### src/rtl/dmrw_pkg.sv
// ----------------------------------------------------------------------------
// dmrw_pkg
// Shared codes, limits and helper functions for the dual motor ramp
// controller with command and horn watchdogs.
// ----------------------------------------------------------------------------
package dmrw_pkg;

  // Item function codes.
  typedef enum logic [1:0] {
    FUNC_TICK   = 2'd0,
    FUNC_TARGET = 2'd1,
    FUNC_RELAY  = 2'd2,
    FUNC_STOP   = 2'd3
  } func_t;

  // Configuration register indexes.
  typedef enum logic [1:0] {
    CFG_RAMP_STEP     = 2'd0,
    CFG_RAMP_INTERVAL = 2'd1,
    CFG_CMD_TIMEOUT   = 2'd2,
    CFG_HORN_TIMEOUT  = 2'd3
  } cfg_index_t;

  // Relay bit positions.
  localparam logic [1:0] HORN_BIT = 2'd0;

  // Direction codes.
  localparam logic [1:0] DIR_STOP = 2'd0;
  localparam logic [1:0] DIR_FWD  = 2'd1;
  localparam logic [1:0] DIR_REV  = 2'd2;

  // Speed limits and the duty snap threshold.
  localparam logic signed [7:0] SPEED_MAX = 8'sd100;
  localparam logic signed [7:0] SPEED_MIN = -8'sd100;
  localparam logic signed [7:0] SNAP_HI   = 8'sd75;
  localparam logic signed [7:0] SNAP_LO   = -8'sd75;
  localparam logic [6:0]        MAG_FULL  = 7'd100;

  // Reciprocal of 100 scaled by 2^22, rounded up; exact floor for x <= 25500.
  localparam int unsigned RECIP_SHIFT = 22;
  localparam logic [15:0] RECIP_100   = 16'd41944;

  // Configuration reset values.
  localparam logic [7:0]  RAMP_STEP_RST     = 8'd5;
  localparam logic [15:0] RAMP_INTERVAL_RST = 16'd100;
  localparam logic [15:0] CMD_TIMEOUT_RST   = 16'd1000;
  localparam logic [15:0] HORN_TIMEOUT_RST  = 16'd3000;

  // Saturate a requested speed to the legal range.
  function automatic logic signed [7:0] clamp_speed(input logic signed [7:0] v);
    logic signed [7:0] r;
    r = v;
    if (v > SPEED_MAX) r = SPEED_MAX;
    if (v < SPEED_MIN) r = SPEED_MIN;
    return r;
  endfunction

  // Move a current speed toward its target by step, never overshooting.
  function automatic logic signed [7:0] ramp_toward(input logic signed [7:0] cur,
                                                    input logic signed [7:0] tgt,
                                                    input logic [7:0]        step);
    logic signed [9:0] c;
    logic signed [9:0] t;
    logic signed [9:0] s;
    logic signed [9:0] n;
    c = {{2{cur[7]}}, cur};
    t = {{2{tgt[7]}}, tgt};
    s = {2'b00, step};
    n = c;
    if (c > t) begin
      n = c - s;
      if (n < t) n = t;
    end else if (c < t) begin
      n = c + s;
      if (n > t) n = t;
    end
    return n[7:0];
  endfunction

  // PWM duty: floor(m * 255 / 100), with magnitudes above 75 taken as full.
  function automatic logic [7:0] duty_of(input logic signed [7:0] v);
    logic [7:0]  a;
    logic [6:0]  m;
    logic [14:0] prod;
    logic [30:0] q;
    a = v[7] ? 8'(-v) : v;
    m = a[6:0];
    if (v > SNAP_HI || v < SNAP_LO) m = MAG_FULL;
    prod = {m, 8'b0} - {8'b0, m};
    q = 31'(prod) * 31'(RECIP_100);
    return q[RECIP_SHIFT +: 8];
  endfunction

  // Direction code from the sign of a speed.
  function automatic logic [1:0] dir_of(input logic signed [7:0] v);
    logic [1:0] d;
    d = DIR_STOP;
    if (v > 8'sd0) d = DIR_FWD;
    if (v < 8'sd0) d = DIR_REV;
    return d;
  endfunction

endpackage

### src/rtl/dual_motor_ramp_watchdog.sv
// ----------------------------------------------------------------------------
// dual_motor_ramp_watchdog
// Pipeline: an accepted item is held in the input register, and its state
// update writes its result beat into the result register.
// Throughput: one item per cycle while out_stall is low; result and input
// registers form a two-deep pipeline, so input stalls only when both are full.
// Reset: synchronous; clears time, stamps, speeds, relays and the valid flags,
// and restores the configuration registers to their defaults.
// ----------------------------------------------------------------------------
module dual_motor_ramp_watchdog (
  input  logic                   clk,
  input  logic                   rst,
  // Configuration write port.
  input  logic                   cfg_we,
  input  logic [1:0]             cfg_index,
  input  logic [15:0]            cfg_data,
  // Input channel.
  input  logic                   in_valid,
  output logic                   in_stall,
  input  logic [1:0]             func,
  input  logic                   motor_select,
  input  logic signed [7:0]      speed_value,
  input  logic [1:0]             relay_select,
  input  logic                   relay_on,
  // Result channel.
  output logic                   out_valid,
  input  logic                   out_stall,
  output logic [7:0]             left_duty,
  output logic [1:0]             left_dir,
  output logic [7:0]             right_duty,
  output logic [1:0]             right_dir,
  output logic signed [7:0]      left_speed,
  output logic signed [7:0]      right_speed,
  output logic signed [7:0]      left_target,
  output logic signed [7:0]      right_target,
  output logic                   horn_on,
  output logic                   lights_on,
  output logic                   strobe_on,
  output logic                   hitch_on
);
  import dmrw_pkg::*;

  // Configuration registers.
  logic [7:0]  ramp_step;
  logic [15:0] ramp_interval_ms;
  logic [15:0] command_timeout_ms;
  logic [15:0] horn_timeout_ms;

  // Input register.
  logic              s1_valid;
  func_t             s1_func;
  logic              s1_motor;
  logic signed [7:0] s1_speed;
  logic [1:0]        s1_relay;
  logic              s1_relay_on;

  // Block state.
  logic [31:0]       time_now;
  logic [31:0]       left_cmd_time;
  logic [31:0]       right_cmd_time;
  logic [31:0]       horn_on_time;
  logic [31:0]       last_ramp_time;
  logic signed [7:0] left_tgt;
  logic signed [7:0] right_tgt;
  logic signed [7:0] left_cur;
  logic signed [7:0] right_cur;
  logic [3:0]        relay_states;

  // Next state.
  logic [31:0]       time_now_next;
  logic [31:0]       left_cmd_time_next;
  logic [31:0]       right_cmd_time_next;
  logic [31:0]       horn_on_time_next;
  logic [31:0]       last_ramp_time_next;
  logic signed [7:0] left_tgt_next;
  logic signed [7:0] right_tgt_next;
  logic signed [7:0] left_cur_next;
  logic signed [7:0] right_cur_next;
  logic [3:0]        relay_states_next;

  logic              s1_adv;
  logic              in_take;
  logic [31:0]       time_inc;
  logic [31:0]       left_age;
  logic [31:0]       right_age;
  logic [31:0]       horn_age;
  logic [31:0]       ramp_age;

  // Pipeline handshake: the input register moves on whenever the result
  // register is empty or its beat is being taken.
  assign s1_adv   = s1_valid && (!out_valid || !out_stall);
  assign in_stall = s1_valid && !s1_adv;
  assign in_take  = in_valid && !in_stall;

  // Configuration writes.
  always_ff @(posedge clk) begin
    if (rst) begin
      ramp_step          <= RAMP_STEP_RST;
      ramp_interval_ms   <= RAMP_INTERVAL_RST;
      command_timeout_ms <= CMD_TIMEOUT_RST;
      horn_timeout_ms    <= HORN_TIMEOUT_RST;
    end else if (cfg_we) begin
      unique case (cfg_index_t'(cfg_index))
        CFG_RAMP_STEP:     ramp_step          <= cfg_data[7:0];
        CFG_RAMP_INTERVAL: ramp_interval_ms   <= cfg_data;
        CFG_CMD_TIMEOUT:   command_timeout_ms <= cfg_data;
        CFG_HORN_TIMEOUT:  horn_timeout_ms    <= cfg_data;
        default:           ramp_step          <= ramp_step;
      endcase
    end
  end

  // Input register.
  always_ff @(posedge clk) begin
    if (rst) begin
      s1_valid <= 1'b0;
    end else if (in_take) begin
      s1_valid <= 1'b1;
    end else if (s1_adv) begin
      s1_valid <= 1'b0;
    end
  end

  always_ff @(posedge clk) begin
    if (in_take) begin
      s1_func     <= func_t'(func);
      s1_motor    <= motor_select;
      s1_speed    <= speed_value;
      s1_relay    <= relay_select;
      s1_relay_on <= relay_on;
    end
  end

  // Elapsed times against the advanced clock, modulo 2^32.
  assign time_inc  = time_now + 32'd1;
  assign left_age  = time_inc - left_cmd_time;
  assign right_age = time_inc - right_cmd_time;
  assign horn_age  = time_inc - horn_on_time;
  assign ramp_age  = time_inc - last_ramp_time;

  // State update for the item held in the input register.
  always_comb begin
    time_now_next       = time_now;
    left_cmd_time_next  = left_cmd_time;
    right_cmd_time_next = right_cmd_time;
    horn_on_time_next   = horn_on_time;
    last_ramp_time_next = last_ramp_time;
    left_tgt_next       = left_tgt;
    right_tgt_next      = right_tgt;
    left_cur_next       = left_cur;
    right_cur_next      = right_cur;
    relay_states_next   = relay_states;
    unique case (s1_func)
      FUNC_TICK: begin
        time_now_next = time_inc;
        // Command watchdog: a stale nonzero target drops to zero.
        if (left_tgt != 8'sd0 && left_age > {16'b0, command_timeout_ms}) begin
          left_tgt_next = 8'sd0;
        end
        if (right_tgt != 8'sd0 && right_age > {16'b0, command_timeout_ms}) begin
          right_tgt_next = 8'sd0;
        end
        // Horn watchdog.
        if (relay_states[HORN_BIT] && horn_age > {16'b0, horn_timeout_ms}) begin
          relay_states_next[HORN_BIT] = 1'b0;
        end
        // Ramp update toward the targets as they stand after the watchdog.
        if (ramp_age > {16'b0, ramp_interval_ms}) begin
          left_cur_next       = ramp_toward(left_cur, left_tgt_next, ramp_step);
          right_cur_next      = ramp_toward(right_cur, right_tgt_next, ramp_step);
          last_ramp_time_next = time_inc;
        end
      end
      FUNC_TARGET: begin
        if (s1_motor) begin
          right_tgt_next      = clamp_speed(s1_speed);
          right_cmd_time_next = time_now;
        end else begin
          left_tgt_next      = clamp_speed(s1_speed);
          left_cmd_time_next = time_now;
        end
      end
      FUNC_RELAY: begin
        relay_states_next[s1_relay] = s1_relay_on;
        // Every horn on command restarts its timer.
        if (s1_relay_on && s1_relay == HORN_BIT) begin
          horn_on_time_next = time_now;
        end
      end
      FUNC_STOP: begin
        left_cur_next  = 8'sd0;
        right_cur_next = 8'sd0;
      end
      default: begin
        time_now_next = time_now;
      end
    endcase
  end

  // State registers.
  always_ff @(posedge clk) begin
    if (rst) begin
      time_now       <= '0;
      left_cmd_time  <= '0;
      right_cmd_time <= '0;
      horn_on_time   <= '0;
      last_ramp_time <= '0;
      left_tgt       <= '0;
      right_tgt      <= '0;
      left_cur       <= '0;
      right_cur      <= '0;
      relay_states   <= '0;
    end else if (s1_adv) begin
      time_now       <= time_now_next;
      left_cmd_time  <= left_cmd_time_next;
      right_cmd_time <= right_cmd_time_next;
      horn_on_time   <= horn_on_time_next;
      last_ramp_time <= last_ramp_time_next;
      left_tgt       <= left_tgt_next;
      right_tgt      <= right_tgt_next;
      left_cur       <= left_cur_next;
      right_cur      <= right_cur_next;
      relay_states   <= relay_states_next;
    end
  end

  // Result register valid flag.
  always_ff @(posedge clk) begin
    if (rst) begin
      out_valid <= 1'b0;
    end else if (s1_adv) begin
      out_valid <= 1'b1;
    end else if (!out_stall) begin
      out_valid <= 1'b0;
    end
  end

  // Result payload, taken from the updated state.
  always_ff @(posedge clk) begin
    if (s1_adv) begin
      left_duty    <= duty_of(left_cur_next);
      left_dir     <= dir_of(left_cur_next);
      right_duty   <= duty_of(right_cur_next);
      right_dir    <= dir_of(right_cur_next);
      left_speed   <= left_cur_next;
      right_speed  <= right_cur_next;
      left_target  <= left_tgt_next;
      right_target <= right_tgt_next;
      horn_on      <= relay_states_next[0];
      lights_on    <= relay_states_next[1];
      strobe_on    <= relay_states_next[2];
      hitch_on     <= relay_states_next[3];
    end
  end

`ifndef SYNTHESIS
  // The input side only stalls while the input register holds an item.
  a_stall_needs_item: assert property (@(posedge clk) disable iff (rst)
    in_stall |-> s1_valid)
    else $error("input stalled with an empty input register");

  // A stopped left motor shows no duty and no direction.
  a_left_stopped: assert property (@(posedge clk) disable iff (rst)
    (out_valid && left_speed == 8'sd0) |-> (left_duty == 8'd0 && left_dir == DIR_STOP))
    else $error("left motor stopped but duty or direction set");

  // Ramped speeds stay within the legal range.
  a_speed_range: assert property (@(posedge clk) disable iff (rst)
    s1_adv |=> (left_cur <= SPEED_MAX && left_cur >= SPEED_MIN &&
                right_cur <= SPEED_MAX && right_cur >= SPEED_MIN))
    else $error("current speed out of range");

  // Only a tick advances the millisecond counter; this checks that it steps by exactly one.
  a_time_step: assert property (@(posedge clk) disable iff (rst)
    (s1_adv && s1_func == FUNC_TICK) |=> (time_now == $past(time_now) + 32'd1))
    else $error("tick did not advance time by one");
`endif

endmodule

### config.mk
export PLATFORM = sky130hd
export DESIGN_NAME = dual_motor_ramp_watchdog
export DESIGN_NICKNAME = d
export VERILOG_FILES = /design/src/rtl/dmrw_pkg.sv /design/src/rtl/dual_motor_ramp_watchdog.sv
export SDC_FILE = /design/constraint.sdc
export NUM_CORES = 1
export LEC_CHECK = 0
export ABC_CLOCK_PERIOD_IN_PS = 19000
export BUFFER_PORTS_ARGS = -buffer_cell sky130_fd_sc_hd__buf_2
export CORE_MARGIN = 2
export CORE_UTILIZATION = 50
export DETAILED_ROUTE_END_ITERATION = 10
export PLACE_DENSITY = 0.66
export REMOVE_ABC_BUFFERS = 1
export SKIP_CTS_REPAIR_TIMING = 1
export SYNTH_ARGS = -nofsm -noshare
export SYNTH_HDL_FRONTEND = slang
export SYNTH_SLANG_ARGS = --single-unit
### constraint.sdc
create_clock -name clk -period 19 [get_ports clk]
set_input_delay 1.9 -clock clk [delete_from_list [all_inputs] [get_ports clk]]
set_output_delay 1.9 -clock clk [all_outputs]
set_load 0.005 [all_outputs]
==> results of run 1 <==
cells in the final DEF (no fill, tap or decap), types with 71 or more instances in the layout:
cell type  synthesis  routed
buf_2             24      93
xnor2_1          112     111
inv_1            541     541
fa_1             142     142
a21oi_1          371     371
dfxtp_1          254     253
a21o_1            81      81
xor2_1            83      83
nand2_1          528     527
nor2_1           319     315
nand3_1           71      71
o21ai_0          143     143
ha_1             480     480
nor3_1            82      82
critical path, delay by kind of cell, from the launching register on:
kind	cells	cell delay (ns)
simple gates	21	5.85
compound gates	24	5.15
fa+ha+maj	11	3.61
xor+xnor	5	1.16
buf+inv	8	1.03
flops	1	0.46
layer usage:
layer	wire length [um]	part of all wire
met1	45400	0.47
met2	44100	0.45
met3	5710	0.059
met4	2300	0.024
met5	0	0
per-stage QoR:
stage	worst slack (ns)	area [um^2]	util	hold slack [ns]	instances
final	1.46	36200	0.541	0.454	5130
after global routing	0.0902	36200	0.541	0.468	5130
after CTS	0.479	36100	0.540	0.455	5127
after detailed placement	0.619	34900	0.521	0.446	5056
after global placement	0.842	34900	0.521	0.442	5056
after floorplan	1.34	33100	-	0.430	4063
sequential cells by signal (all words and copies together) (netlist names), 4 cells and up:
signal and cells:
ramp_interval_ms 16, relay_states 4, time_now 32, right_cur 8, left_tgt 8, left_cmd_time 32, left_duty 8, horn_timeout_ms 16
last_ramp_time 32, left_cur 8, ramp_step 8, right_speed 8, right_duty 8, right_tgt 8, s1_speed 8, right_cmd_time 32
left_speed 8, horn_on_time 32, command_timeout_ms 16, right_target 8, left_target 8
synthesized netlist by cell type, types with 39 or more instances:
| library cell | number |
|---|---|
| inv_1 | 541 |
| nand2_1 | 528 |
| ha_1 | 480 |
| a21oi_1 | 371 |
| nor2_1 | 319 |
| dfxtp_1 | 254 |
| o21ai_0 | 143 |
| fa_1 | 142 |
| xnor2_1 | 112 |
| clkbuf_1 | 102 |
| xor2_1 | 83 |
| nor3_1 | 82 |
| a21o_1 | 81 |
| nand3_1 | 71 |
| edfxtp_1 | 70 |
| o21a_1 | 52 |
| nand4_1 | 51 |
| and3_1 | 47 |
| nand2b_1 | 44 |
| o211ai_1 | 43 |
| mux2i_1 | 39 |
cell type report:
class / count / share of cell area
Multi-Input combinational cell: 3189 / 0.660
Sequential cell: 324 / 0.198
Inverter: 550 / 0.0571
Tap cell: 873 / 0.0302
Clock buffer: 54 / 0.0299
Timing Repair Buffer: 123 / 0.0192
Clock inverter: 17 / 0.00518
worst max-delay path by stage:
stage                         endpoint  slack (ns)  cells past startpoint
6_report        left_duty[7]$_DFFE_PP_        1.46                     69
3_3_place_gp   right_duty[7]$_DFFE_PP_        0.84                     74
2_1_floorplan   left_duty[7]$_DFFE_PP_        1.34                     73
5_1_grt         left_duty[7]$_DFFE_PP_        0.09                     76
3_5_place_dp   right_duty[7]$_DFFE_PP_        0.62                     74
4_1_cts        right_duty[7]$_DFFE_PP_        0.48                     74
kinds of logic (layout without fill, tap and decap cells):
kind of cell | after synthesis | after routing | share of synthesized area
DFF | 324 | 324 | 0.213
AOI/OAI and AO/OA | 989 | 989 | 0.190
xor gates and xnor gates | 200 | 200 | 0.0536
adders and majority gates | 622 | 622 | 0.262
muxes | 48 | 48 | 0.0149
and+or+nand+nor | 1330 | 1330 | 0.186
buffers and inverters | 699 | 744 | 0.0800
==> summary.md, run 1 <==
| Metric | Value |
|---|---|
| Status | finished clean |
| Post-synthesis sequential area ratio | 0.213 |
| CP peak stage delay | 0.59 ns |
| Setup crit start | time_now[1]$_SDFFE_PP0P_ |
| Routed WL | 97.5 mm |
| Primary FF master, synth | dfxtp_1 |
| FF-to-FF Start | time_now[1]$_SDFFE_PP0P_ |
| Final Slew Violations | 0 |
| CP arrival | 17.86 ns |
| Synth top area share | 0.178 |
| RSZ-0062 raised after global routing | no |
| M1 GR Usage | 0.392 |
| R2R Setup Slk | 1.46 ns |
| Top post-synthesis cells by area | ha_1 18%, dfxtp_1 15%, fa_1 8.4%, edfxtp_1 6.2%, inv_1 6.0% |
| Cts bufs inserted | 39 |
| Fmax | 57.0 MHz |
| HP Start | horn_on_time[16]$_SDFFE_PP0P_ |
| Gate Count Post-Synth | 4212 |
| Final Cycle Share | 0.923 |
| Distinct cells, synth | 125 |
| Slowest CP cell | or4b_4 |
| Row count | 95 |
| CTS tree | built |
| GRT Resource Usage Total | 0.280 |
| Worst path most repeated cell | ha_1 |
| FF/Latch Area | 7190 um^2 |
| Reg clk slew, reported paths | 0.06 ns |
| Post-synth EDFFs | 70 |
| First-pass detailed-route iteration total | 5 |
| Setup_tns | 0 ns |
| Hold crit path type | reg2reg |
| DR vias | 29700 |
| Slew HR | 0.180 |
| Num Clock Sinks | 324 |
| Die height | 264 um |
| DP HPWL | 78.2 mm |
| H-tree depth | 2 |
| GR peak layer | met2 |
| Global-route met3 utilization | 0.0304 |
| Share of post-route cells with drive strength above 1 | 0.0691 |
| Async SR Flop Fraction | 0 |
| I/O Buffers | 94 |
| Core Footprint | 66900 um^2 |
| Area grow syn2layout | 7.43% |
| Final ANT Viol Nets | 0 |
| Hold EP | horn_on_time[16]$_SDFFE_PP0P_ |
| Synth Cell Area | 33700 um^2 |
| Layout Skew | 0.0342 ns |
| Max_cap viols | 0 |
| Final RePlAce weighted congestion | 1.01 |
| Final count of hold timing violations | 0 |
| Register bit total from synthesis | 324 |
| Layout fillers | 6453 |
| Leading area contributor after synthesis | ha_1 |
| Mean post-synth cell area | 8.00 um^2 |
| Hold-critical path depth | 2 |
| Largest net degree at the start of global routing | 80 |
| Tmin final | 17.54 ns |
| YS warnings | 0 |
| Met2 Use GR | 0.459 |
| Req. time, crit path | 19.32 ns |
| Routed WL per cell | 19.0 um |
| Die area | 69500 um^2 |
| Final setup fails | 0 |
| Kind of start point of the critical path | flip-flop |
| Slew @ Worst Pin | 1.23 ns |
| Grt total ovfl | 0 |
| Initial DRC count | 2310 |
| Vias per cell | 5.80 |
| DRC | 0 |
| CP endpoint kind | flip-flop |
| Critical Path Fanout Max | 20 |
| Clock Latency Late Sink | 0.58 ns |
| Layout net count | 4886 |
| Crit Path Class | reg2reg |
| Number of diodes | 0 |
| FF-to-FF path depth | 69 |
| Vias in the first global route | 28800 |
| First-pass GRT wire length | 157 mm |
| Starting Density | 0.504 |
| Clock root buffer | clkbuf_16 |
| Chip width | 264 um |
| Multi-input combinational cell area | 23900 um^2 |
| Ports | 95 |
| Reg-to-Reg End | left_duty[7]$_DFFE_PP_ |
| Initial antenna violation count | 0 |
| Maximum root-to-sink buffer count | 3 |
Power of run 1 is not shown: default switching activity piles up to over one toggle a cycle in this logic, so the estimate is an artifact.
==> run 2, diff against run 1 <==
Settings changed: ABC_CLOCK_PERIOD_IN_PS 19000 to default, CELL_PAD_IN_SITES_DETAIL_PLACEMENT from default to 1, CELL_PAD_IN_SITES_GLOBAL_PLACEMENT from default to 1, PLACE_DENSITY 0.66 to default, PLACE_DENSITY_LB_ADDON from default to 0.1.
Clock period 19 ns to 22.3 ns, I/O delays scaled along.
==> run 2 against run 1 <==
Compared with the run above:
- first-iteration DRC count fell by 25%
- clock skew is 0.0024 ns lower
- worst setup slack gained 1.9 ns
- hold slack got worse by 0.0015 ns
- final cell count increased by 0.19%
- clock-buffer cell count unchanged
- die area did not move
- cell area increased by 0.37%
- critical endpoint unchanged
- largest cell class unchanged
==> summary.md, run 2 (same netlist as run 1, synthesis figures left out) <==
| Metric | Value |
|---|---|
| Cell Count, Final, Fillers Out | 5140 |
| Vias per cell | 5.92 |
| Share of post-route cells with drive strength above 1 | 0.0708 |
| DP HPWL | 88.4 mm |
| Fmax | 52.9 MHz |
| Layout Skew | 0.0318 ns |
| Final count of hold timing violations | 0 |
| GRT Resource Usage Total | 0.318 |
| FF-to-FF path depth | 70 |
| Critical Path Fanout Max | 20 |
| Setup crit start | time_now[0]$_SDFFE_PP0P_ |
| Req. time, crit path | 22.63 ns |
| Kind of start point of the critical path | flip-flop |
| Final setup fails | 0 |
| DRC | 0 |
| Commonest non-fill, non-tap cells in the layout | 541 x inv_1, 527 x nand2_1, 480 x ha_1, 371 x a21oi_1, 315 x nor2_1 |
| Chip width | 264 um |
| HP Start | horn_on_time[4]$_SDFFE_PP0P_ |
| Ports | 95 |
| Num Clock Sinks | 324 |
| First-pass detailed-route iteration total | 5 |
| Status | finished clean |
| Starting Density | 0.504 |
| Cts bufs inserted | 42 |
| Crit Path Class | reg2reg |
| Cell family with most CP delay | compound AO/OA/AOI/OAI gates |
| Maximum root-to-sink buffer count | 3 |
| Die height | 264 um |
| Tmin final | 18.90 ns |
| Hold EP | horn_on_time[4]$_SDFFE_PP0P_ |
| Routed WL | 111 mm |
| CP bufs+invs | 8 |
| RSZ-0062 raised after global routing | no |
| Core Footprint | 66900 um^2 |
| FF-to-FF Start | time_now[0]$_SDFFE_PP0P_ |
| Final Slew Violations | 0 |
| Hold-critical path depth | 2 |
| Reg-to-Reg End | left_duty[7]$_DFFE_PP_ |
| Most common cell after layout, fill and taps aside | inv_1 |
| CP endpoint kind | flip-flop |
| Slowest CP cell | nor4_1 |
| I/O Buffers | 94 |
| H-tree depth | 2 |
| Final Cycle Share | 0.847 |
| Final RePlAce weighted congestion | 0.950 |
| Area grow syn2layout | 7.82% |
| Layout net count | 4893 |
| Max_cap viols | 0 |
| Placed insts | 5063 |
| DR vias | 30400 |
| Initial antenna violation count | 0 |
| Largest net degree at the start of global routing | 74 |
| Clock root buffer | clkbuf_16 |
| First-pass GRT wire length | 176 mm |
| Clock Latency Late Sink | 0.61 ns |
| Reg clk slew, reported paths | 0.06 ns |
| Slew @ Worst Pin | 1.16 ns |
| Final ANT Viol Nets | 0 |
| Row count | 95 |
| Vias in the first global route | 31400 |
| Routed WL per cell | 21.5 um |
| Slew HR | 0.222 |
| Worst path most repeated cell | ha_1 |
| R2R Setup Slk | 3.40 ns |
| CP peak stage delay | 0.69 ns |
| Grt total ovfl | 0 |
| Hold crit path type | reg2reg |
| CP arrival | 19.23 ns |
| Number of diodes | 0 |
| Setup_tns | 0 ns |
| Die area | 69500 um^2 |
| CTS tree | built |
| Initial DRC count | 1723 |
-- run 2: cell types whose count changed in the layout (fill, tap and decap cells not counted), sizes merged --
cell,change
buf,+4
clkinv,+3
clkinvlp,+3
-- run 2: layout make-up --
type	instances	area, um^2
clock inverters	23	262
clock buffers	54	1160
fillers	8287	30600
well taps	873	1090
inverters	550	2070
repair buffers	127	727
flip-flops and latches	324	7190
multi-input cells	3189	23900
-- run 2: metrics by stage --
step,hold slack [ns],utilization,instance area [um^2],setup slack [ns]
after floorplan,0.430,-,33100,4.64
after global placement,0.442,0.522,34900,4.22
after detailed placement,0.447,0.522,34900,3.73
after CTS,0.455,0.543,36300,3.53
after global routing,0.479,0.543,36300,2.00
final,0.453,0.543,36300,3.40
-- run 2: worst max-delay path by stage --
stage,cells past startpoint,slack [ns],end
floorplan,73,4.64,left_duty[7]$_DFFE_PP_
global placement,70,4.22,left_duty[7]$_DFFE_PP_
detailed placement,70,3.73,left_duty[7]$_DFFE_PP_
CTS,70,3.53,left_duty[7]$_DFFE_PP_
global route,73,2.00,left_duty[7]$_DFFE_PP_
finish,70,3.40,left_duty[7]$_DFFE_PP_
-- run 2: tightest hold or removal path: cells and delay by family, from the launching register on --
kind,cells,cell delay (ns)
AOI/OAI and AO/OA,1,0.05
DFF,1,0.31
and+or+nand+nor,1,0.05
-- run 2: routing by layer --
metal,wire (um),part of all wire,GRT usage
met5,0,0,0
met1,49800,0.45,0.420
met3,5890,0.053,0.0523
met2,50800,0.46,0.527
met4,4040,0.037,0.110
Power of run 2 is left out for the same reason.
